**src/hdl/wes_pkg.sv**
```systemverilog
// ----------------------------------------------------------------------------
// Wheel encoder speed estimator package
// Shared widths, direction codes and the status and request structs.
// ----------------------------------------------------------------------------
package wes_pkg;

  localparam int TimeW   = 32;
  localparam int DriveW  = 16;
  localparam int StepW   = 11;
  localparam int SpeedW  = 16;
  localparam int CountW  = 12;
  localparam int DivW    = 25;
  localparam int DivCntW = 5;

  localparam logic [CountW-1:0] MinCountReset = 12'd30;

  localparam logic [1:0] DIR_STOPPED  = 2'd0;
  localparam logic [1:0] DIR_POSITIVE = 2'd1;
  localparam logic [1:0] DIR_NEGATIVE = 2'd2;

  typedef struct packed {
    logic                     need;
    logic                     neg;
    logic [SpeedW-1:0]        mag;
    logic [TimeW-1:0]         elapsed;
    logic signed [SpeedW-1:0] held;
  } wheel_stat_t;

  typedef struct packed {
    logic              neg;
    logic [SpeedW-1:0] mag;
    logic [TimeW-1:0]  divisor;
  } div_req_t;

endpackage

```
**src/hdl/wes_wheel.sv**
```systemverilog
// ----------------------------------------------------------------------------
// Wheel state
// Step accumulation, direction tracking and time mark for one wheel.
// ----------------------------------------------------------------------------
module wes_wheel import wes_pkg::*; (
  input  logic                     clk,
  input  logic                     rst,
  input  logic                     load,
  input  logic [TimeW-1:0]         now,
  input  logic signed [DriveW-1:0] drive,
  input  logic signed [StepW-1:0]  steps,
  input  logic [CountW-1:0]        min_count,
  input  logic                     wr,
  input  logic signed [SpeedW-1:0] wr_speed,
  output wheel_stat_t              stat
);

  logic signed [SpeedW-1:0] step_sum;
  logic [TimeW-1:0]         mark_time;
  logic [1:0]               last_dir;
  logic signed [SpeedW-1:0] held;
  logic                     need;
  logic                     neg;
  logic [SpeedW-1:0]        mag;
  logic [TimeW-1:0]         elapsed;

  logic signed [SpeedW:0]   sum_wide;
  logic signed [SpeedW-1:0] sum_sat;
  logic [1:0]               dir_new;
  logic                     restart;
  logic [SpeedW-1:0]        mag_new;
  logic                     enough;
  logic [TimeW-1:0]         dt;

  always_comb begin
    sum_wide = 17'(step_sum) + 17'(steps);
    if (sum_wide > 17'sd32767) begin
      sum_sat = 16'sh7fff;
    end else if (sum_wide < -17'sd32768) begin
      sum_sat = 16'sh8000;
    end else begin
      sum_sat = sum_wide[SpeedW-1:0];
    end
    dir_new = drive[DriveW-1] ? DIR_NEGATIVE : DIR_POSITIVE;
    restart = (drive == '0) || (dir_new != last_dir);
    mag_new = sum_sat[SpeedW-1] ? 16'(~sum_sat + 16'sd1) : sum_sat;
    enough  = mag_new >= {4'd0, min_count};
    dt      = now - mark_time;
  end

  always_ff @(posedge clk) begin
    if (rst) begin
      step_sum  <= '0;
      mark_time <= '0;
      last_dir  <= DIR_STOPPED;
      held      <= '0;
      need      <= 1'b0;
    end else if (load) begin
      if (drive != '0) begin
        last_dir <= dir_new;
      end
      if (restart) begin
        held      <= '0;
        mark_time <= now;
        step_sum  <= '0;
        need      <= 1'b0;
      end else if (enough) begin
        mark_time <= now;
        step_sum  <= '0;
        need      <= 1'b1;
      end else begin
        step_sum <= sum_sat;
        need     <= 1'b0;
      end
    end else if (wr) begin
      held <= wr_speed;
      need <= 1'b0;
    end
  end

  always_ff @(posedge clk) begin
    if (load) begin
      neg     <= sum_sat[SpeedW-1];
      mag     <= mag_new;
      elapsed <= (dt == '0) ? 32'd1 : dt;
    end
  end

  assign stat.need    = need;
  assign stat.neg     = neg;
  assign stat.mag     = mag;
  assign stat.elapsed = elapsed;
  assign stat.held    = held;

endmodule

```
**src/hdl/wes_div.sv**
```systemverilog
// ----------------------------------------------------------------------------
// Bit-serial speed divider
// Scales the step magnitude by 1000 and divides it by the elapsed time,
// one quotient bit per cycle, then applies the sign and saturates.
// ----------------------------------------------------------------------------
module wes_div import wes_pkg::*; (
  input  logic                     clk,
  input  logic                     rst,
  input  logic                     start,
  input  div_req_t                 req,
  output logic                     busy,
  output logic                     done,
  output logic signed [SpeedW-1:0] quotient
);

  logic [DivCntW-1:0] cnt;
  logic [TimeW-1:0]   rem;
  logic [DivW-1:0]    quo;
  logic [TimeW-1:0]   divisor;
  logic               neg;

  logic [DivW:0]      scaled;
  logic [TimeW:0]     trial;
  logic [TimeW:0]     diff;
  logic               fits;

  always_comb begin
    scaled = {req.mag, 10'd0} - {6'd0, req.mag, 4'd0} - {7'd0, req.mag, 3'd0};
    trial  = {rem, quo[DivW-1]};
    diff   = trial - {1'b0, divisor};
    fits   = trial >= {1'b0, divisor};
    if (neg) begin
      quotient = (quo > 25'd32768) ? 16'sh8000 : 16'(~quo[SpeedW-1:0] + 16'd1);
    end else begin
      quotient = (quo > 25'd32767) ? 16'sh7fff : quo[SpeedW-1:0];
    end
  end

  always_ff @(posedge clk) begin
    if (rst) begin
      busy <= 1'b0;
      done <= 1'b0;
      cnt  <= '0;
    end else begin
      done <= busy && (cnt == '0);
      if (start) begin
        busy <= 1'b1;
        cnt  <= DivCntW'(DivW - 1);
      end else if (busy) begin
        if (cnt == '0) begin
          busy <= 1'b0;
        end else begin
          cnt <= cnt - 1'b1;
        end
      end
    end
  end

  always_ff @(posedge clk) begin
    if (start) begin
      rem     <= '0;
      quo     <= scaled[DivW-1:0];
      divisor <= req.divisor;
      neg     <= req.neg;
    end else if (busy) begin
      rem <= fits ? diff[TimeW-1:0] : trial[TimeW-1:0];
      quo <= {quo[DivW-2:0], fits};
    end
  end

endmodule

```
**src/hdl/wheel_encoder_speed_estimator.sv**
```systemverilog
// ----------------------------------------------------------------------------
// Wheel encoder speed estimator
// Per-wheel step accumulation and speed estimation with a shared divider.
// ----------------------------------------------------------------------------
// Usage: each input beat on in_valid/in_ready carries a millisecond timestamp,
// both motor drive values and the encoder steps seen per wheel since the
// previous beat. Every input beat yields exactly one output beat on
// out_valid/out_ready with both wheel speeds and their average.
// The min_step_count register is written through cfg_valid/cfg_ready with
// cfg_data; it is always ready and should be written only while idle.
// After accept, the left and then the right wheel pass the issue state; each
// wheel that needs a new speed runs the bit-serial divider, shared by both
// wheels, before the finish state loads the output register.
// One item is processed at a time; in_ready is high only while idle.
// A finished result sits in the output register, so the next input beat is
// taken while the receiver stalls; a second result then waits until the
// first is taken. Synchronous reset clears the wheel step sums, time marks,
// directions, held speeds and output valid, and sets min_step_count to 30.
// ----------------------------------------------------------------------------
module wheel_encoder_speed_estimator import wes_pkg::*; (
  input  logic                     clk,
  input  logic                     rst,
  input  logic                     cfg_valid,
  output logic                     cfg_ready,
  input  logic [CountW-1:0]        cfg_data,
  input  logic                     in_valid,
  output logic                     in_ready,
  input  logic [TimeW-1:0]         timestamp_ms,
  input  logic signed [DriveW-1:0] drive_left,
  input  logic signed [DriveW-1:0] drive_right,
  input  logic signed [StepW-1:0]  steps_left,
  input  logic signed [StepW-1:0]  steps_right,
  output logic                     out_valid,
  input  logic                     out_ready,
  output logic signed [SpeedW-1:0] speed_left,
  output logic signed [SpeedW-1:0] speed_right,
  output logic signed [SpeedW-1:0] speed_center
);

  typedef enum logic [1:0] {S_IDLE, S_ISSUE, S_DIV, S_FINISH} state_t;

  state_t              state;
  logic                sel;
  logic [CountW-1:0]   min_step_count;

  wheel_stat_t         stat_left;
  wheel_stat_t         stat_right;
  wheel_stat_t         cur;
  div_req_t            req;
  logic                accept;
  logic                div_start;
  logic                div_busy;
  logic                div_done;
  logic signed [SpeedW-1:0] div_q;
  logic signed [SpeedW:0]   pair_sum;
  logic signed [SpeedW:0]   pair_adj;
  logic signed [SpeedW-1:0] center;
  logic                out_free;

  assign cfg_ready = 1'b1;
  assign in_ready  = (state == S_IDLE);
  assign accept    = in_valid && in_ready;
  assign out_free  = !out_valid || out_ready;

  always_comb begin
    cur         = sel ? stat_right : stat_left;
    req.neg     = cur.neg;
    req.mag     = cur.mag;
    req.divisor = cur.elapsed;
    div_start   = (state == S_ISSUE) && cur.need;
    pair_sum    = 17'(stat_left.held) + 17'(stat_right.held);
    pair_adj    = pair_sum + {16'd0, pair_sum[SpeedW]};
    center      = pair_adj[SpeedW:1];
  end

  always_ff @(posedge clk) begin
    if (rst) begin
      min_step_count <= MinCountReset;
    end else if (cfg_valid && cfg_ready) begin
      min_step_count <= cfg_data;
    end
  end

  wes_wheel u_left (
    .clk       (clk),
    .rst       (rst),
    .load      (accept),
    .now       (timestamp_ms),
    .drive     (drive_left),
    .steps     (steps_left),
    .min_count (min_step_count),
    .wr        (div_done && !sel),
    .wr_speed  (div_q),
    .stat      (stat_left)
  );

  wes_wheel u_right (
    .clk       (clk),
    .rst       (rst),
    .load      (accept),
    .now       (timestamp_ms),
    .drive     (drive_right),
    .steps     (steps_right),
    .min_count (min_step_count),
    .wr        (div_done && sel),
    .wr_speed  (div_q),
    .stat      (stat_right)
  );

  wes_div u_div (
    .clk      (clk),
    .rst      (rst),
    .start    (div_start),
    .req      (req),
    .busy     (div_busy),
    .done     (div_done),
    .quotient (div_q)
  );

  always_ff @(posedge clk) begin
    if (rst) begin
      state     <= S_IDLE;
      sel       <= 1'b0;
      out_valid <= 1'b0;
    end else begin
      if (out_valid && out_ready && state != S_FINISH) begin
        out_valid <= 1'b0;
      end
      case (state)
        S_IDLE: begin
          if (accept) begin
            sel   <= 1'b0;
            state <= S_ISSUE;
          end
        end
        S_ISSUE: begin
          if (cur.need) begin
            state <= S_DIV;
          end else if (sel) begin
            state <= S_FINISH;
          end else begin
            sel <= 1'b1;
          end
        end
        S_DIV: begin
          if (div_done) begin
            if (sel) begin
              state <= S_FINISH;
            end else begin
              sel   <= 1'b1;
              state <= S_ISSUE;
            end
          end
        end
        S_FINISH: begin
          if (out_free) begin
            speed_left   <= stat_left.held;
            speed_right  <= stat_right.held;
            speed_center <= center;
            out_valid    <= 1'b1;
            state        <= S_IDLE;
          end
        end
        default: begin
          state <= S_IDLE;
        end
      endcase
    end
  end

  a_done_in_div: assert property (@(posedge clk) disable iff (rst)
    div_done |-> (state == S_DIV))
    else $error("Divider finished outside of the divide state.");

  a_idle_div_quiet: assert property (@(posedge clk) disable iff (rst)
    in_ready |-> (!div_busy && !div_done))
    else $error("Divider active while the block takes input.");

  a_finish_emits: assert property (@(posedge clk) disable iff (rst)
    (state == S_FINISH && out_free) |=> (out_valid && state == S_IDLE))
    else $error("Finished item did not reach the output register.");

  a_start_idle_div: assert property (@(posedge clk) disable iff (rst)
    div_start |-> !div_busy)
    else $error("Divider started while still busy.");

endmodule
```
**config.mk**
```make
export PLATFORM = sky130hd
export DESIGN_NAME = wheel_encoder_speed_estimator
export DESIGN_NICKNAME = d
export VERILOG_FILES = /design/src/hdl/wes_pkg.sv /design/src/hdl/wes_wheel.sv /design/src/hdl/wes_div.sv /design/src/hdl/wheel_encoder_speed_estimator.sv
export SDC_FILE = /design/constraint.sdc
export NUM_CORES = 1
export LEC_CHECK = 0
export BUFFER_PORTS_ARGS = -buffer_cell sky130_fd_sc_hd__buf_4
export CAP_MARGIN = 20
export CORE_MARGIN = 1
export CORE_UTILIZATION = 37
export CTS_CLUSTER_SIZE = 14
export DETAILED_ROUTE_END_ITERATION = 12
export GPL_TIMING_DRIVEN = 0
export PLACE_DENSITY = 0.51
export SLEW_MARGIN = 10
export SYNTH_ARGS = -nofsm -noshare
export SYNTH_HDL_FRONTEND = slang
export SYNTH_HIERARCHICAL = 1
export SYNTH_SLANG_ARGS = --single-unit
```
**constraint.sdc**
```tcl
create_clock -name clk -period 7.4 [get_ports clk]
set_clock_uncertainty 0.2 [all_clocks]
set_input_delay 0.37 -clock clk [delete_from_list [all_inputs] [get_ports clk]]
set_output_delay 0.37 -clock clk [all_outputs]
set_load 0.005 [all_outputs]
```
# --- Word level (Yosys, flattened, before mapping) ---
# Cells that the tools add are included.
# W data, S select, Z words.
word_totals:
  ff_bits: 393
  out_inout_bits: 51
  elab_cells: 167
op_classes:
  addsub: 13
  n_lt_le_gt_ge: 9
  n_eq_ne: 14
  n_mux: 57
  n_bitwise: 5
  n_reduce_logical: 38
op_table:
  columns: ["op", "n"]
  rows:
  - ["$mux W16", 19]
  - ["$mux W32", 5]
  - ["$sub A32 B32 Y32", 3]
  - ["$mux W66", 1]
  - ["$logic_not A32 Y1", 2]
  - ["$mux W25", 2]
  - ["$not A16 Y16", 3]
  - ["$add A16 B11 Y17", 2]
  - ["$gt A17 B16 Y1 const B", 2]
  - ["$lt A17 B16 Y1 const B", 2]
  - ["$ge A33 B32 Y1", 1]
  - ["$add A16 B2 Y16 const B", 2]
  - ["$ge A16 B12 Y1", 2]
  - ["$logic_not A16 Y1", 2]
  - ["$reduce_bool A16 Y1", 2]
  - ["$gt A25 B15 Y1 const B", 1]
  - ["$gt A25 B16 Y1 const B", 1]
  - ["$sub A25 B19 Y25", 1]
  - ["$sub A25 B20 Y25", 1]
  - ["$add A16 B16 Y17", 1]
  - ["$add A17 B1 Y17", 1]
  - ["$mux W1", 17]
  - ["$add A16 B1 Y16 const B", 1]
  - ["$mux W2", 8]
  - ["22 further kinds", 54]

# --- Longest topological paths before layout ---
# Gate-level depths: netlist of the first run.
logic_depth:
  depth_word: 11
  depth_mapped: 32

# --- Hierarchy ---
# Netlist of the first run, hierarchy kept.
modules_own_cells:
  columns: ["mod", "instances", "cells_per_inst", "area_each_um2"]
  rows:
  - ["wes_wheel", 2, 883, 7981.4]
  - ["wes_div", 1, 869, 7539.7]
  - ["wheel_encoder_speed_estimator", 1, 338, 3988.8]

# --- Worst setup path before layout of the first run ---
# No wires, ideal clock.
synth_path:
  path_type: "input to register"
  from: "input port steps_left[0]"
  to: "register u_left.mark_time[10]"
  setup_time_ps: 72
  arrival_time_ps: 5663
  required_time_ps: 7128
  setup_slack_ps: 1465
  cell_stages: 31
  cell_sequence: "ha_1 inv_1 fa_1 nand2b_1 a21oi_2 o21a_1 o211a_1 o211ai_1 nand2_1 nand2_1 clkbuf_1 nand2_1 inv_1 ha_1 and2_1 nand4b_2 nor4_4 xnor2_1 nand2_1 a21oi_1 a21oi_1 ha_1 nand2_1 o21a_1 and3_1 nor4b_2 nor3_1 o31a_1 buf_6 buf_6 mux2i_1"
synth_via:
  elab_chain_cells: 10
  word_cells_on_any_way: 11
synth_lines:
  columns: ["element", "line_no", "text"]
  rows:
  - ["from (decl)", "wheel_encoder_speed_estimator.sv:31", "input logic signed [StepW-1:0] steps_left,"]
  - ["$add A16 B11 Y17 (*)", "wes_wheel.sv:36", "sum_wide = 17'(step_sum) + 17'(steps);"]
  - ["$lt A17 B16 Y1", "wes_wheel.sv:39", "end else if (sum_wide < -17'sd32768) begin"]
  - ["$mux W16", "wes_wheel.sv:39", null]
  - ["$mux W16 (*)", "wes_wheel.sv:37", "if (sum_wide > 17'sd32767) begin"]
  - ["$not A16 Y16", "wes_wheel.sv:46", "mag_new = sum_sat[SpeedW-1] ? 16'(~sum_sat + 16'sd1) : sum_sat;"]
  - ["$add A16 B2 Y16", "wes_wheel.sv:46", null]
  - ["$mux W16 (*)", "wes_wheel.sv:46", null]
  - ["via u_left.mag_new[0]", "wes_wheel.sv:31", "logic [SpeedW-1:0] mag_new;"]
  - ["$ge A16 B12 Y1 (*)", "wes_wheel.sv:47", "enough = mag_new >= {4'd0, min_count};"]
  - ["$reduce_bool A2 Y1 (no line) (*)", null, null]
  - ["$reduce_and A2 Y1 (no line) (*)", null, null]
  - ["to (signal assigned)", "wes_wheel.sv:64", "mark_time <= now;"]
  - ["to (signal assigned)", "wes_wheel.sv:68", "mark_time <= now;"]
  - ["to (decl)", "wes_wheel.sv:19", "logic [TimeW-1:0] mark_time;"]
# Mark *: on every way through the listed nets, which the timed path passes. The rest lies on a longest branch.
# A chain may end at the register's enable or synchronous reset.

# --- Worst setup path after layout of the first run ---
layout_path:
  from: "register u_left.step_sum[1]"
  to: "register u_left.mark_time[28]"
layout_via:
  elab_chain_cells: 10
  word_cells_on_any_way: 11
layout_lines:
  columns: ["element", "line_no", "text"]
  rows:
  - ["from (decl)", "wes_wheel.sv:18", "logic signed [SpeedW-1:0] step_sum;"]
  - ["from (signal assigned)", "wes_wheel.sv:72", "step_sum <= sum_sat;"]
  - ["$add A16 B11 Y17 (*)", "wes_wheel.sv:36", null]
  - ["$lt A17 B16 Y1", "wes_wheel.sv:39", null]
  - ["$mux W16", "wes_wheel.sv:39", null]
  - ["$mux W16 (*)", "wes_wheel.sv:37", null]
  - ["$not A16 Y16", "wes_wheel.sv:46", null]
  - ["$add A16 B2 Y16", "wes_wheel.sv:46", null]
  - ["$mux W16 (*)", "wes_wheel.sv:46", null]
  - ["via u_left.mag_new[0]", "wes_wheel.sv:31", null]
  - ["$ge A16 B12 Y1 (*)", "wes_wheel.sv:47", null]
  - ["$reduce_bool A2 Y1 (no line) (*)", null, null]
  - ["$reduce_and A2 Y1 (no line) (*)", null, null]
# Marks and branches as above.

==> results.py, run 1 <==
metrics = {
    "yosys": {
        "yosysUniqueCellTypes": 101,
        "synth.largest_area_cell": "edfxtp_1",
        "avgSynthCellArea_um2": 9.25,
        "syn-cell-area_um2": 27500,
        "synth_edf_count": 204,
        "synth_top_flop_cell": "edfxtp_1",
        "synth_seq_area_share_pct": 36.0,
        "async_reset_ff_share_pct": 0,
        "ys_ff_latch": 393,
        "syn_nets": 3299,
        "synth_top_area_share_pct": 22.3,
        "ys_warn_count": 6,
        "syn_inst": 2973,
        "ys_top_cells_by_area": "edfxtp_1 (22%), dfxtp_1 (14%), ha_1 (9.5%)",
    },
    "grt": {
        "grt_pass1_vias": 22400,
        "grt-ovfl-total": 0,
        "grt_pass1_wl_mm": 120,
        "grt_use_total_pct": 19.9,
        "grt_antenna_before_repair": 1,
        "grt_max_degree": 67,
    },
    "place": {
        "gp_congestion": 0.897,
        "hpwl_mm": 59.0,
        "place_ws_ns": -0.281,
        "placed_cell_area_um2": 29900,
        "numPortBuffers": 151,
    },
    "die": {
        "die_y_um": 275,
        "initial_core_util_pct": 37.6,
        "core_area_um2": 73200,
        "die_area_um2": 75400,
        "dieWidth_um": 275,
        "io_pins": 154,
        "num_rows": 99,
    },
    "flow_run": {
        "cap_violations": 0,
    },
    "worst_setup_path": {
        "startpoint_type": "flop",
        "end_kind": "flop",
        "reg2reg_depth": 28,
        "crit_top_cell": "ha_1",
        "crit_slowest_cell": "ha_1",
        "crit_fanout": 10,
        "arrival_ns": 7.14,
        "critPathMaxStageDelay_ns": 0.37,
        "required_ns": 7.67,
        "path_class": "reg -> reg",
    },
    "routing": {
        "drt_iter0_markers": 1176,
        "ant_nets": 0,
        "drcViolationCount": 13,
        "firstDrtPassIters": 10,
        "vias": 22700,
        "wl_per_cell_um": 17.9,
        "vias_per_cell": 5.35,
        "wirelength_mm": 75.8,
    },
    "sta": {
        "setup_slack_ns": 0.521,
        "hold_ws_ns": 0.0687,
        "max_freq_ghz": 0.145,
        "slew_violations": 0,
        "setup_violations": 0,
        "worst_slew_pin_slew_ns": 1.04,
        "period_minus_slack_ns": 6.88,
        "slew_headroom_pct": 29.8,
        "finalHoldViolations": 0,
        "finalCritPeriodShare_pct": 93.0,
    },
    "power": {
        "total_power_mw": 9.73,
        "p_leak_nw": 12.9,
        "irDropWorstVdd_mv": 0.169,
        "power_density_nw_per_um2": 301,
    },
    "clock_tree": {
        "cts_inserted_buffers": 49,
        "clkTransAtPathRegs_ns": 0.06,
        "clock-sinks": 393,
        "cts_buffer_depth": 3,
        "ctsRootBufferMaster": "clkbuf_16",
        "insertion_delay_ns": 0.58,
        "htreeDepth": 2,
        "cts_tree": "built",
    },
    "run_status": {
        "violations": "design-rule violations",
        "status": "finished, violations left",
    },
    "layout": {
        "antenna_cells": 0,
        "syn_to_final_growth_pct": 17.6,
        "nNetsFinal": 3564,
        "utilization_pct": 44.1,
        "drive_above_1_share_pct": 13.4,
        "design_area_um2": 32300,
    },
    "min_path": {
        "hp-class": "in -> reg",
        "hold_depth": 4,
    },
}
[state kept, by name (all words and copies together) (netlist names), 5 cells and up]
register           count
min_step_count        12
speed_center          16
speed_left            16
speed_right           16
u_div/cnt              5
u_div/divisor         32
u_div/quo             25
u_div/rem             32
u_left/elapsed        32
u_left/held           16
u_left/mag            16
u_left/mark_time      32
u_left/step_sum       16
u_right/elapsed       32
u_right/held          16
u_right/mag           16
u_right/mark_time     32
u_right/step_sum      16
[timing repair]
item	CTS	global route
setup endpoints to repair	30	95
hold endpoints to repair	86	0
setup buffers	0	2
gates resized for setup	1	24
pin swaps	0	3
gates cloned	0	0
hold buffers	54	0
[placed cells by master, fill, tap and decap left out, types with 38 or more instances in the layout]
| master | netlist | final |
|---|---|---|
| a21oi_1 | 229 | 228 |
| inv_1 | 212 | 212 |
| ha_1 | 208 | 207 |
| edfxtp_1 | 204 | 204 |
| nor2_1 | 198 | 198 |
| nand2_1 | 201 | 197 |
| dfxtp_1 | 189 | 189 |
| buf_4 | 5 | 161 |
| nand2b_1 | 150 | 150 |
| o21ai_0 | 136 | 136 |
| clkbuf_1 | 94 | 101 |
| mux2i_1 | 94 | 94 |
| xnor2_1 | 77 | 76 |
| mux2_2 | 67 | 67 |
| a21o_1 | 56 | 56 |
| dlygate4sd3_1 | 0 | 54 |
| clkbuf_16 | 0 | 50 |
| xor2_1 | 49 | 49 |
| nor3_1 | 51 | 49 |
| a211oi_1 | 47 | 47 |
| nand3_1 | 47 | 44 |
| nand3b_1 | 38 | 38 |
[logic make-up after synthesis]
group	share of synthesized area (%)
and+or+nand+nor	18.4
DFF	36.0
buffers and inverters	4.98
other	0.0136
adders and majority gates	10.6
AOI/OAI and AO/OA	19.4
xor gates and xnor gates	4.37
muxes	6.17
[power breakdown]
group	internal [mW]	switching (mW)	total [mW]	leakage (nW)
sequential	2.75	0.192	2.94	3.46
clock	1.60	0.969	2.57	0.838
combinational	1.70	2.52	4.22	8.61
total	6.05	3.68	9.73	12.9
[cell type report]
type | count | area [µm²]
fillers | 7126 | 40900
multi-input cells | 2243 | 16300
flip-flops and latches | 393 | 9910
repair buffers | 215 | 1790
clock buffers | 68 | 1400
well taps | 959 | 1200
inverters | 212 | 796
plain buffers | 124 | 574
clock inverters | 23 | 327
[through the flow]
| stage | instances | TNS, ns |
|---|---|---|
| after floorplan | 2973 | 0 |
| after detailed placement | 4091 | -9.04 |
| after global placement | 4083 | -12.94 |
| after global routing | 4237 | -1.25 |
| final | 4237 | 0 |
| after CTS | 4236 | 0 |
[synth_stat cells, types with 32 or more instances]
master and number:
a211oi_1 47, a21o_1 56, a21oi_1 229, a31oi_1 32
clkbuf_1 94, dfxtp_1 189, edfxtp_1 204, ha_1 208
inv_1 212, mux2_2 67, mux2i_1 94, nand2_1 201
nand2b_1 150, nand3_1 47, nand3b_1 38, nand4_1 33
nor2_1 198, nor3_1 51, o21a_1 34, o21ai_0 136
xnor2_1 77, xor2_1 49
[worst max-delay path: cells and delay by family (launching register included)]
family	cells	cell delay (ns)
xor+xnor	1	0.21
simple gates	9	1.76
fa+ha+maj	3	0.98
buf+inv	4	0.69
flops	1	0.33
mux	1	0.12
compound gates	10	2.46
[layer usage]
layer	wire length [µm]	vias to the layer above	global-route usage, %
met3	2170	86	1.95
met2	37800	372	35.7
li1	-	11400	-
met4	1310	0	4.42
met5	0	-	0
met1	34500	10800	25.6
[final timing paths]
kind | end | from | slack [ns]
hold / removal | u_right/mag[0] | steps_right[0] | 0.07
setup reg to reg | u_left/mark_time[28] | u_left/step_sum[1] | 0.52
hold reg to reg | u_left/need | u_left/need | 0.26
setup / recovery | u_left/mark_time[28] | u_left/step_sum[1] | 0.52
(Power assumes the default switching activity.)
==> run 2, diff against run 1 <==
BUFFER_PORTS_ARGS = -buffer_cell sky130_fd_sc_hd__buf_2   (was -buffer_cell sky130_fd_sc_hd__buf_4)
==> run 2 against run 1 <==
  * The flow still finishes with violations (design-rule violations)
  * Flip-flop and latch count unchanged
  * Register-to-register slack worse by 0.04 ns
  * Combinational power about the same
  * Die area unchanged
  * Largest power group unchanged
  * Highest routed layer unchanged
==> results.py, run 2 (synthesis gave the netlist of run 1 again) <==
metrics = {
    "run_status": {
        "status": "finished, violations left",
        "violations": "design-rule violations",
    },
    "routing": {
        "firstDrtPassIters": 10,
        "ant_nets": 0,
        "vias": 22700,
        "drt_iter0_markers": 1278,
        "wl_per_cell_um": 17.8,
        "drcViolationCount": 13,
        "vias_per_cell": 5.36,
        "wirelength_mm": 75.6,
    },
    "worst_setup_path": {
        "crit_slowest_cell": "a2111oi_0",
        "path_class": "reg -> reg",
        "crit_family": "compound AO/OA/AOI/OAI gates",
        "critPathMaxStageDelay_ns": 0.41,
        "worst-path-buf-inv": 5,
        "reg2reg_depth": 31,
        "crit_top_cell": "inv_1",
        "required_ns": 7.67,
        "r2r-start": "u_right/step_sum[0]",
        "startpoint_type": "flop",
        "arrival_ns": 7.18,
        "r2r_slack_ns": 0.48,
        "crit_fanout": 10,
        "end_kind": "flop",
        "r2r-end": "u_right/mark_time[4]",
    },
    "clock_tree": {
        "htreeDepth": 2,
        "ctsRootBufferMaster": "clkbuf_16",
        "clkTransAtPathRegs_ns": 0.05,
        "insertion_delay_ns": 0.60,
        "clock-sinks": 393,
        "cts_buffer_depth": 3,
        "cts_tree": "built",
        "cts_inserted_buffers": 50,
    },
    "grt": {
        "grt_max_degree": 68,
        "busiest_layer": "met2",
        "grt_pass1_vias": 22200,
        "grt_pass1_wl_mm": 119,
        "use_met3_pct": 2.09,
        "met1_usage_pct": 25.0,
        "grt_use_total_pct": 19.7,
        "grt_use_met2_pct": 35.5,
        "grt-ovfl-total": 0,
        "grt_antenna_before_repair": 1,
    },
    "die": {
        "initial_core_util_pct": 37.6,
        "core_area_um2": 73200,
        "die_area_um2": 75400,
        "num_rows": 99,
        "die_y_um": 275,
        "dieWidth_um": 275,
        "io_pins": 154,
    },
    "place": {
        "numPortBuffers": 151,
        "gp_congestion": 0.886,
        "hpwl_mm": 59.1,
    },
    "sta": {
        "fin_setup_tns_ns": 0,
        "rsz0062_at_grt": "no",
        "max_freq_ghz": 0.145,
        "finalCritPeriodShare_pct": 93.5,
        "finalHoldViolations": 0,
        "slew_headroom_pct": 24.1,
        "setup_violations": 0,
        "worst_slew_pin_slew_ns": 1.12,
        "period_minus_slack_ns": 6.92,
        "slew_violations": 0,
    },
    "power": {
        "irDropWorstVdd_mv": 0.190,
        "power_density_nw_per_um2": 303,
        "p_leak_nw": 12.8,
    },
    "min_path": {
        "hold_end": "u_right/mag[0]",
        "hold_depth": 4,
        "hold_start": "steps_right[0]",
        "hp-class": "in -> reg",
    },
    "layout": {
        "syn_to_final_growth_pct": 16.0,
        "layout_common_cells": "a21oi_1 (228), inv_1 (212), ha_1 (206)",
        "nNetsFinal": 3562,
        "antenna_cells": 0,
        "utilization_pct": 43.6,
        "final_common_cell": "a21oi_1",
        "drive_above_1_share_pct": 13.4,
    },
    "flow_run": {
        "cap_violations": 0,
    },
}
run 2: cell count changes in the layout (fill, tap and decap cells not counted), sizes merged:
cell and delta:
clkbuf -7, buf -1, bufinv -2, clkinv +8, dlygate4sd3 -1, clkinvlp +2
run 2: routing by layer:
metal  up-vias  share of wire (%)
met3        90                3.4
li1      11400                  -
met2       414                 50
met4         0                2.0
met1     10800                 45
met5         -                  0
run 2: area by class of cell:
type                       count  area (µm²)
buffer                       123         567
clock buffer                  62        1360
clock inverter                31         344
fill                        7069       41300
inverter                     212         796
multi-input combinational   2243       16300
sequential                   393        9910
tap                          959        1200
timing repair buffer         213        1390
run 2: worst min-delay path, delay by kind of cell:
| family | cells | cell delay (ns) |
|---|---|---|
| adder cells (fa/ha/maj) | 1 | 0.13 |
| AND/OR/NAND/NOR | 2 | 0.15 |
| buffers and inverters | 1 | 0.08 |
run 2: what timing repair did:
action / 4_1_cts / 5_1_grt
hold buffers: 53 / 0
pin swaps: 0 / 2
hold endpoints to repair: 81 / 0
resized for setup: 1 / 20
setup buffers: 0 / 1
setup endpoints to repair: 34 / 94
run 2: worst max-delay path by stage:
stage,start,end,slack (ns),cells after the start
4_1_cts,u_right/step_sum[0],u_right/mark_time[9],0.08,31
6_report,u_right/step_sum[0],u_right/mark_time[4],0.48,31
3_5_place_dp,steps_right[0],u_right/mark_time[30],-0.32,32
2_1_floorplan,steps_left[0],u_left/mark_time[10],1.46,31
5_1_grt,u_right/step_sum[0],u_right/mark_time[5],0.006,31
3_3_place_gp,steps_right[0],u_right/mark_time[30],-0.29,32
run 2: where the power goes:
part	leakage [nW]	internal (mW)	switching [mW]
clock network	0.824	1.52	1.00
registers	3.46	2.75	0.185
logic	8.47	1.69	2.51
total	12.8	5.96	3.70
run 2: per-stage QoR:
stage          hold WS [ns]  instances  power (mW)  setup slack (ns)  area, µm²
2_1_floorplan         0.224       2973        6.03              1.46      27500
3_3_place_gp          0.249       4083        7.08            -0.294      29400
3_5_place_dp          0.252       4091        7.13            -0.319      29600
4_1_cts              0.0139       4236        9.74            0.0802      31800
5_1_grt              0.0919       4236        10.3           0.00586      31900
6_report             0.0598       4236        9.65             0.482      31900
